## src/hdl/hof_pkg.sv

```systemverilog
// Shared types and constants for the Hampel outlier filter.
package hof_pkg;

  localparam int WINDOW_DEF = 11;
  localparam int DATA_W     = 16;
  localparam int WORK_W     = DATA_W + 1;
  localparam int PROD_W     = 2 * DATA_W;

  localparam logic [DATA_W-1:0] SCALE_RESET = 16'd1139;

  typedef logic signed [WORK_W-1:0] work_t;

  typedef enum logic [2:0] {
    ST_IDLE,
    ST_LOAD,
    ST_MED,
    ST_DEV,
    ST_MUL,
    ST_EMIT,
    ST_FLUSH
  } state_t;

endpackage

```

## src/hdl/hof_rank_unit.sv

```systemverilog
// Rank test: is the head entry of the work array the median of the array.
module hof_rank_unit import hof_pkg::*; #(
  parameter int WINDOW = WINDOW_DEF
) (
  input  work_t work_i [2*(WINDOW/2)+1],
  output logic  is_med_o
);

  localparam int HALF  = WINDOW / 2;
  localparam int SPAN  = 2 * HALF + 1;
  localparam int CNT_W = $clog2(SPAN + 1);

  logic [CNT_W-1:0] lt_cnt;
  logic [CNT_W-1:0] le_cnt;

  always_comb begin
    lt_cnt = '0;
    le_cnt = '0;
    for (int j = 0; j < SPAN; j++) begin
      if (work_i[j] < work_i[0]) begin
        lt_cnt = lt_cnt + CNT_W'(1);
      end
      if (work_i[j] <= work_i[0]) begin
        le_cnt = le_cnt + CNT_W'(1);
      end
    end
  end

  // median: at most HALF strictly below, more than HALF at or below
  assign is_med_o = (lt_cnt <= CNT_W'(HALF)) && (le_cnt > CNT_W'(HALF));

endmodule

```

## src/hdl/hampel_outlier_filter_top.sv

```systemverilog
// Hampel outlier filter top level: window store, median/MAD sequencer, output register.
// A sample with a full window gets two rank passes over the shared rank unit: median, then MAD.
// No new sample is taken until the word for the last one is loaded; while the window fills,
//   the rank passes are skipped. At end of stream the window is rotated and the tail words
//   are flushed from its head; output stalls hold the flush.
// Reset (rst_n low, synchronous): idle, empty sequence, no word pending, scale 1139.
module hampel_outlier_filter_top import hof_pkg::*; #(
  parameter int WINDOW = WINDOW_DEF
) (
  input  logic                     clk,
  input  logic                     rst_n,
  input  logic                     cfg_wr_en,
  input  logic [DATA_W-1:0]        cfg_wr_data,
  input  logic                     in_valid,
  output logic                     in_ready,
  input  logic signed [DATA_W-1:0] in_sample,
  input  logic                     in_end_of_stream,
  output logic                     out_valid,
  input  logic                     out_ready,
  output logic signed [DATA_W-1:0] out_filtered,
  output logic                     out_replaced,
  output logic                     out_last_out
);

  localparam int HALF  = WINDOW / 2;
  localparam int SPAN  = 2 * HALF + 1;
  localparam int IDX_W = $clog2(SPAN);

  state_t state_r, state_nxt;

  logic signed [DATA_W-1:0] window_r [SPAN];
  work_t                    work_r   [SPAN];

  logic [DATA_W-1:0]        scale_r;
  logic [IDX_W-1:0]         seen_r;
  logic                     eos_r;
  logic                     full_r;
  logic [IDX_W-1:0]         first_r;
  logic [IDX_W-1:0]         cnt_r;
  logic                     phase_r;
  logic signed [DATA_W-1:0] med_r;
  logic [DATA_W-1:0]        mad_r;
  logic [PROD_W-1:0]        prod_r;
  logic [DATA_W-1:0]        dx_r;

  logic                     out_valid_r;
  logic signed [DATA_W-1:0] out_filtered_r;
  logic                     out_replaced_r;
  logic                     out_last_r;

  logic                     accept;
  logic                     slot_free;
  logic                     seen_full;
  logic                     seen_cen;
  logic [IDX_W-1:0]         first_nxt;
  logic                     is_med;
  logic                     med_last;
  logic                     outlier;
  logic                     out_load;
  logic signed [DATA_W-1:0] out_val;
  logic                     out_rep;
  logic                     out_lst;
  logic                     flush_rot;
  logic                     flush_emit;

  function automatic logic [DATA_W-1:0] abs_diff(input logic signed [DATA_W-1:0] a,
                                                 input logic signed [DATA_W-1:0] b);
    logic signed [DATA_W:0] d;
    d = $signed({a[DATA_W-1], a}) - $signed({b[DATA_W-1], b});
    if (d < 0) begin
      d = -d;
    end
    return d[DATA_W-1:0];
  endfunction

  hof_rank_unit #(.WINDOW(WINDOW)) u_rank (
    .work_i   (work_r),
    .is_med_o (is_med)
  );

  assign slot_free = !out_valid_r || out_ready;
  assign accept    = in_valid && in_ready;
  assign seen_full = (seen_r == IDX_W'(2 * HALF));
  assign seen_cen  = (seen_r >= IDX_W'(HALF));
  assign first_nxt = seen_cen ? IDX_W'(HALF + 1) : (IDX_W'(SPAN - 1) - seen_r);
  assign med_last  = (cnt_r == IDX_W'(SPAN - 1));
  assign outlier   = full_r && ({8'h00, dx_r, 8'h00} > prod_r);

  // next state
  always_comb begin
    state_nxt = state_r;
    unique case (state_r)
      ST_IDLE: begin
        if (accept) begin
          priority if (seen_full)        state_nxt = ST_LOAD;
          else if (seen_cen)             state_nxt = ST_EMIT;
          else if (in_end_of_stream)     state_nxt = ST_FLUSH;
          else                           state_nxt = ST_IDLE;
        end
      end
      ST_LOAD: state_nxt = ST_MED;
      ST_MED: begin
        if (med_last) begin
          state_nxt = phase_r ? ST_MUL : ST_DEV;
        end
      end
      ST_DEV: state_nxt = ST_MED;
      ST_MUL: state_nxt = ST_EMIT;
      ST_EMIT: begin
        if (slot_free) begin
          state_nxt = eos_r ? ST_FLUSH : ST_IDLE;
        end
      end
      ST_FLUSH: begin
        if (flush_emit && med_last) begin
          state_nxt = ST_IDLE;
        end
      end
      default: state_nxt = ST_IDLE;
    endcase
  end

  // sequencer outputs
  always_comb begin
    in_ready   = 1'b0;
    out_load   = 1'b0;
    out_val    = window_r[HALF];
    out_rep    = 1'b0;
    out_lst    = 1'b0;
    flush_rot  = 1'b0;
    flush_emit = 1'b0;
    unique case (state_r)
      ST_IDLE: in_ready = 1'b1;
      ST_EMIT: begin
        out_load = slot_free;
        out_rep  = outlier;
        out_val  = outlier ? med_r : window_r[HALF];
      end
      ST_FLUSH: begin
        // rotate the wanted entry round to the head, then hand out one per word
        flush_emit = (cnt_r >= first_r) && slot_free;
        flush_rot  = (cnt_r < first_r) || flush_emit;
        out_load   = flush_emit;
        out_val    = window_r[0];
        out_lst    = med_last;
      end
      ST_LOAD, ST_MED, ST_DEV, ST_MUL: begin
        in_ready = 1'b0;
      end
      default: in_ready = 1'b0;
    endcase
  end

  // control state
  always_ff @(posedge clk) begin
    if (!rst_n) begin
      state_r     <= ST_IDLE;
      seen_r      <= '0;
      out_valid_r <= 1'b0;
      scale_r     <= SCALE_RESET;
    end else begin
      state_r <= state_nxt;
      if (cfg_wr_en) begin
        scale_r <= cfg_wr_data;
      end
      if (accept) begin
        if (in_end_of_stream) begin
          seen_r <= '0;
        end else if (!seen_full) begin
          seen_r <= seen_r + IDX_W'(1);
        end
      end
      if (out_load) begin
        out_valid_r <= 1'b1;
      end else if (out_ready) begin
        out_valid_r <= 1'b0;
      end
    end
  end

  // datapath
  always_ff @(posedge clk) begin
    if (accept) begin
      for (int i = 0; i < SPAN - 1; i++) begin
        window_r[i] <= window_r[i + 1];
      end
      window_r[SPAN-1] <= in_sample;
      eos_r            <= in_end_of_stream;
      full_r           <= seen_full;
      first_r          <= first_nxt;
      cnt_r            <= '0;
    end else if (flush_rot) begin
      for (int i = 0; i < SPAN - 1; i++) begin
        window_r[i] <= window_r[i + 1];
      end
      window_r[SPAN-1] <= window_r[0];
      cnt_r            <= cnt_r + IDX_W'(1);
    end

    unique case (state_r)
      ST_LOAD: begin
        for (int j = 0; j < SPAN; j++) begin
          work_r[j] <= $signed({window_r[j][DATA_W-1], window_r[j]});
        end
        phase_r <= 1'b0;
        cnt_r   <= '0;
      end
      ST_MED: begin
        for (int j = 0; j < SPAN - 1; j++) begin
          work_r[j] <= work_r[j + 1];
        end
        work_r[SPAN-1] <= work_r[0];
        if (is_med) begin
          if (phase_r) begin
            mad_r <= work_r[0][DATA_W-1:0];
          end else begin
            med_r <= work_r[0][DATA_W-1:0];
          end
        end
        cnt_r <= cnt_r + IDX_W'(1);
      end
      ST_DEV: begin
        // deviations are non-negative, so the signed rank compare still holds
        for (int j = 0; j < SPAN; j++) begin
          work_r[j] <= $signed({1'b0, abs_diff(window_r[j], med_r)});
        end
        phase_r <= 1'b1;
        cnt_r   <= '0;
      end
      ST_MUL: begin
        prod_r <= scale_r * mad_r;
        dx_r   <= abs_diff(window_r[HALF], med_r);
        // tail flush counts from the head again
        cnt_r  <= '0;
      end
      ST_IDLE, ST_EMIT, ST_FLUSH: begin
        phase_r <= phase_r;
      end
      default: phase_r <= phase_r;
    endcase

    if (out_load) begin
      out_filtered_r <= out_val;
      out_replaced_r <= out_rep;
      out_last_r     <= out_lst;
    end
  end

  assign out_valid    = out_valid_r;
  assign out_filtered = out_filtered_r;
  assign out_replaced = out_replaced_r;
  assign out_last_out = out_last_r;

endmodule

```

## config.mk

```make
export PLATFORM = sky130hd
export DESIGN_NAME = hampel_outlier_filter_top
export DESIGN_NICKNAME = d
export VERILOG_FILES = /design/src/hdl/hof_pkg.sv /design/src/hdl/hof_rank_unit.sv /design/src/hdl/hampel_outlier_filter_top.sv
export SDC_FILE = /design/constraint.sdc
export NUM_CORES = 2
export LEC_CHECK = 0
export BUFFER_PORTS_ARGS = -buffer_cell sky130_fd_sc_hd__clkbuf_2
export CORE_ASPECT_RATIO = 0.9
export CORE_UTILIZATION = 55
export CTS_BUF_LIST = sky130_fd_sc_hd__clkbuf_8
export CTS_CLUSTER_DIAMETER = 60
export CTS_CLUSTER_SIZE = 24
export DETAILED_ROUTE_END_ITERATION = 12
export GPL_ROUTABILITY_DRIVEN = 0
export HOLD_SLACK_MARGIN = 0.06
export PLACE_DENSITY = 0.86
export SLEW_MARGIN = 25
export SYNTH_ARGS = -nofsm -noshare
export SYNTH_HDL_FRONTEND = slang
export SYNTH_SLANG_ARGS = --single-unit
```

## constraint.sdc

```tcl
create_clock -name clk -period 9.4 [get_ports clk]
set_clock_uncertainty 0.05 [all_clocks]
set_input_delay 0.47 -clock clk [delete_from_list [all_inputs] [get_ports clk]]
set_output_delay 0.47 -clock clk [all_outputs]
set_load 0.03 [all_outputs]
```

==> results by group <==
Status
  – Status: complete, no violations

GRT
  – Gr ovfl total: 0
  – Met1 usage in global routing: 0.409
  – M2 GR Usage: 0.515
  – Gr usage total: 0.325
  – Largest net degree at the start of global routing: about 190
  – GRT busiest layer: met2
  – First-pass GRT wire length: 206 mm
  – Met3 GRT Util: 0.0904
  – Initial antenna violation count: 6
  – Vias in the first global route: 36800

Yosys
  – Number of distinct library cells after synthesis: 100
  – Top-area cell type share of the netlist area: 0.321
  – Post-synthesis sequential area ratio: 0.332
  – Post-synthesis simple-gate area fraction: 0.143
  – Commonest cells post-synth: ha_1 (508), edfxtp_1 (472), nand2_1 (436)
  – Mux cell area share after synthesis: 0.0160
  – Complex-gate fraction of the synthesized area: 0.155
  – Synth top area cells: edfxtp_1 (32%), ha_1 (14%), fa_1 (9.3%)
  – Largest family of logic cells by synthesized area: adder cells
  – Syn Area/Cell: ~9.7 um2
  – Async S/R FF share, synth: 0
  – YS warnings: 0
  – Synth area leader: edfxtp_1
  – Synth Area in Adders: 0.237
  – Count leader, synth: ha_1
  – Post-Synthesis Cells: 4549
  – Synth Area in XOR/XNOR: 0.0681
  – Post-synth EDFFs: roughly 470
  – Syn Nets: approximately 5300
  – Primary FF master, synth: edfxtp_1
  – Mapped cell area: ~0.044 mm2
  – Synth Register Bits: approximately 500

STA
  – Setup TNS after final layout: 0 ns
  – Pins Over Slew Limit: 0
  – RSZ-0062 raised after global routing: no
  – Fmax: 112 MHz
  – Final period utilization: 0.951
  – Worst-Margin Slew: 1.10 ns
  – Final min period: 8.94 ns
  – Final setup violating endpoints: 0
  – Worst hold slack: 0.0910 ns
  – Slew margin rel.: 0.269
  – Final Hold Fails: 0

Floorplan
  – Std-Cell Rows: 98
  – DIE AREA: ~0.08 mm2
  – Core Region: 0.0795 mm2
  – Initial core utilization: 0.556
  – Die Width: about 300 um
  – Die height: 271 um
  – Io pins: 58

Drt
  – Via count: 37100
  – Average vias per placed instance: 6.54
  – Initial DRC count: 5067
  – # DRC: 0
  – Pre-antenna DRT Iters: 8
  – Drt total wl: between 100 and 150 mm
  – WL/cell: 23.8 um
  – Remaining antenna violation count: 0

CTS
  – TritonCTS clock tree: built
  – Root buffer selected by CTS: clkbuf_8
  – Clock sink count: 496
  – CTS clk-pin slew, worst paths: 0.13 ns
  – CTS Buffer Depth: 3
  – Worst-Skew Late Latency: a little over 0.7 ns
  – CTS H-tree lvls: 2
  – CTS buffer count: 39

Layout
  – Post-route cell area: between 0.04 and 0.05 mm2
  – Area Overhead vs Synth: 6.47%
  – Final core occ: 0.592
  – Ratio of cells with drive above 1 in the final layout: 0.0548
  – Nets: approximately 5300

Setup path
  – Worst-path fanout max: 16
  – Critical path class: flop to flop
  – CP most frequent cell: inv_1
  – Worst Path Arrival: around 9.3 ns
  – CP max-delay cell: edfxtp_1
  – WP data required: between 9 and 10 ns
  – Worst Setup End Kind: flop
  – Critical Path Start: work_r[173]
  – Critical path's largest stage delay: 0.47 ns
  – Setup slack, reg-to-reg: 0.46 ns
  – Critical Path Start Type: flop
  – FF-to-FF Start: work_r[173]

Job
  – Max-Cap Viols: 0

Min path
  – Worst hold path class: input port to flop
  – HP Start: cfg_wr_data[14]

Place
  – Placement Cell Area: 0.0457 mm2
  – IO Port Bufs: 57
  – Hpwl dp: ~100 mm
[cells in the final DEF, fill, tap and decap left out, types with 13 or more instances in the layout]
cell type        n
a211o_1         14
a211oi_1        32
a21boi_0        20
a21o_1          86
a21oi_1        296
a22o_1          28
a22oi_1         14
a31oi_1         17
and2_1         108
and3_1          44
buf_4           51
clkbuf_2        57
clkbuf_8        41
dfxtp_1         23
dlygate4sd3_1   30
edfxtp_1       472
fa_1           206
ha_1           507
inv_1          428
mux2i_1         57
nand2_1        434
nand2b_1        39
nand3_1         60
nand4_1         35
nor2_1         305
nor2b_1         67
nor3_1          71
nor3b_1         19
nor4_1          13
o211ai_1        23
o21a_1          41
o21ai_0        209
o21bai_1        24
o22ai_1        116
o31a_1          13
o31ai_1         28
or3_1           46
or4_1           13
xnor2_1        216
xor2_1          99
[state kept, by name, indices dropped and copies added, names as in the netlist, 3 cells and up]
| signal | count |
|---|---|
| cnt_r | 4 |
| dx_r | 16 |
| first_r | 4 |
| mad_r | 16 |
| med_r | 16 |
| out_filtered | 16 |
| prod_r | 32 |
| scale_r | 16 |
| seen_r | 4 |
| state_r | 3 |
| window_r | 176 |
| work_r | 187 |
[final timing paths]
check,endpoint,cells past startpoint
min,scale_r[14],3
max reg2reg,mad_r[15],39
max,mad_r[15],39
min reg2reg,window_r[3][0],0
[per-layer routing]
layer | vias to the layer above | part of all wire
li1 | 16300 | -
met1 | 17700 | 0.35
met2 | 2531 | 0.45
met3 | 536 | 0.14
met4 | 4 | 0.055
met5 | - | 0.00021
[metrics by stage]
stage               worst slack, ns  std cells
finish                        0.459       5673
detailed placement            0.602       5568
CTS                           0.560       5666
global route                 0.0185       5670
floorplan                    0.0662       4549
global placement              0.981       5568
[critical path, delay by kind of cell (launching register included)]
kind,cells,cell delay [ns]
AOI/OAI and AO/OA,11,2.63
xor gates and xnor gates,5,1.09
adders and majority gates,5,1.57
buffers and inverters,6,0.86
DFF,1,0.47
muxes,4,0.82
and+or+nand+nor,8,1.11
[cells by family after synthesis]
kind of cell	after synthesis
buffers and inverters	570
flip-flops	496
AND/OR/NAND/NOR	1312
AO/OA/AOI/OAI	1062
XOR/XNOR	327
multiplexers	68
adder cells (fa/ha/maj)	714
[repair_timing]
item | CTS | global route
endpoints found under the hold margin | 30 | 0
setup buffers | 0 | 2
resized for setup | 0 | 5
hold buffers | 30 | 0
setup endpoints to repair | 0 | 32
[cell type report]
| type | count | area [um2] |
|---|---|---|
| antenna | 4 | 10.0 |
| clock buffer | 41 | 564 |
| clock inverter | 27 | 375 |
| fill | 6256 | 32400 |
| inverter | 429 | 1610 |
| multi-input combinational | 3483 | 27400 |
| sequential | 496 | 14700 |
| tap | 1050 | 1310 |
| timing repair buffer | 143 | 1060 |
Power is left out: the tool's default activity adds up to more than one toggle a clock period on the data nets, which glitch-free logic cannot reach.
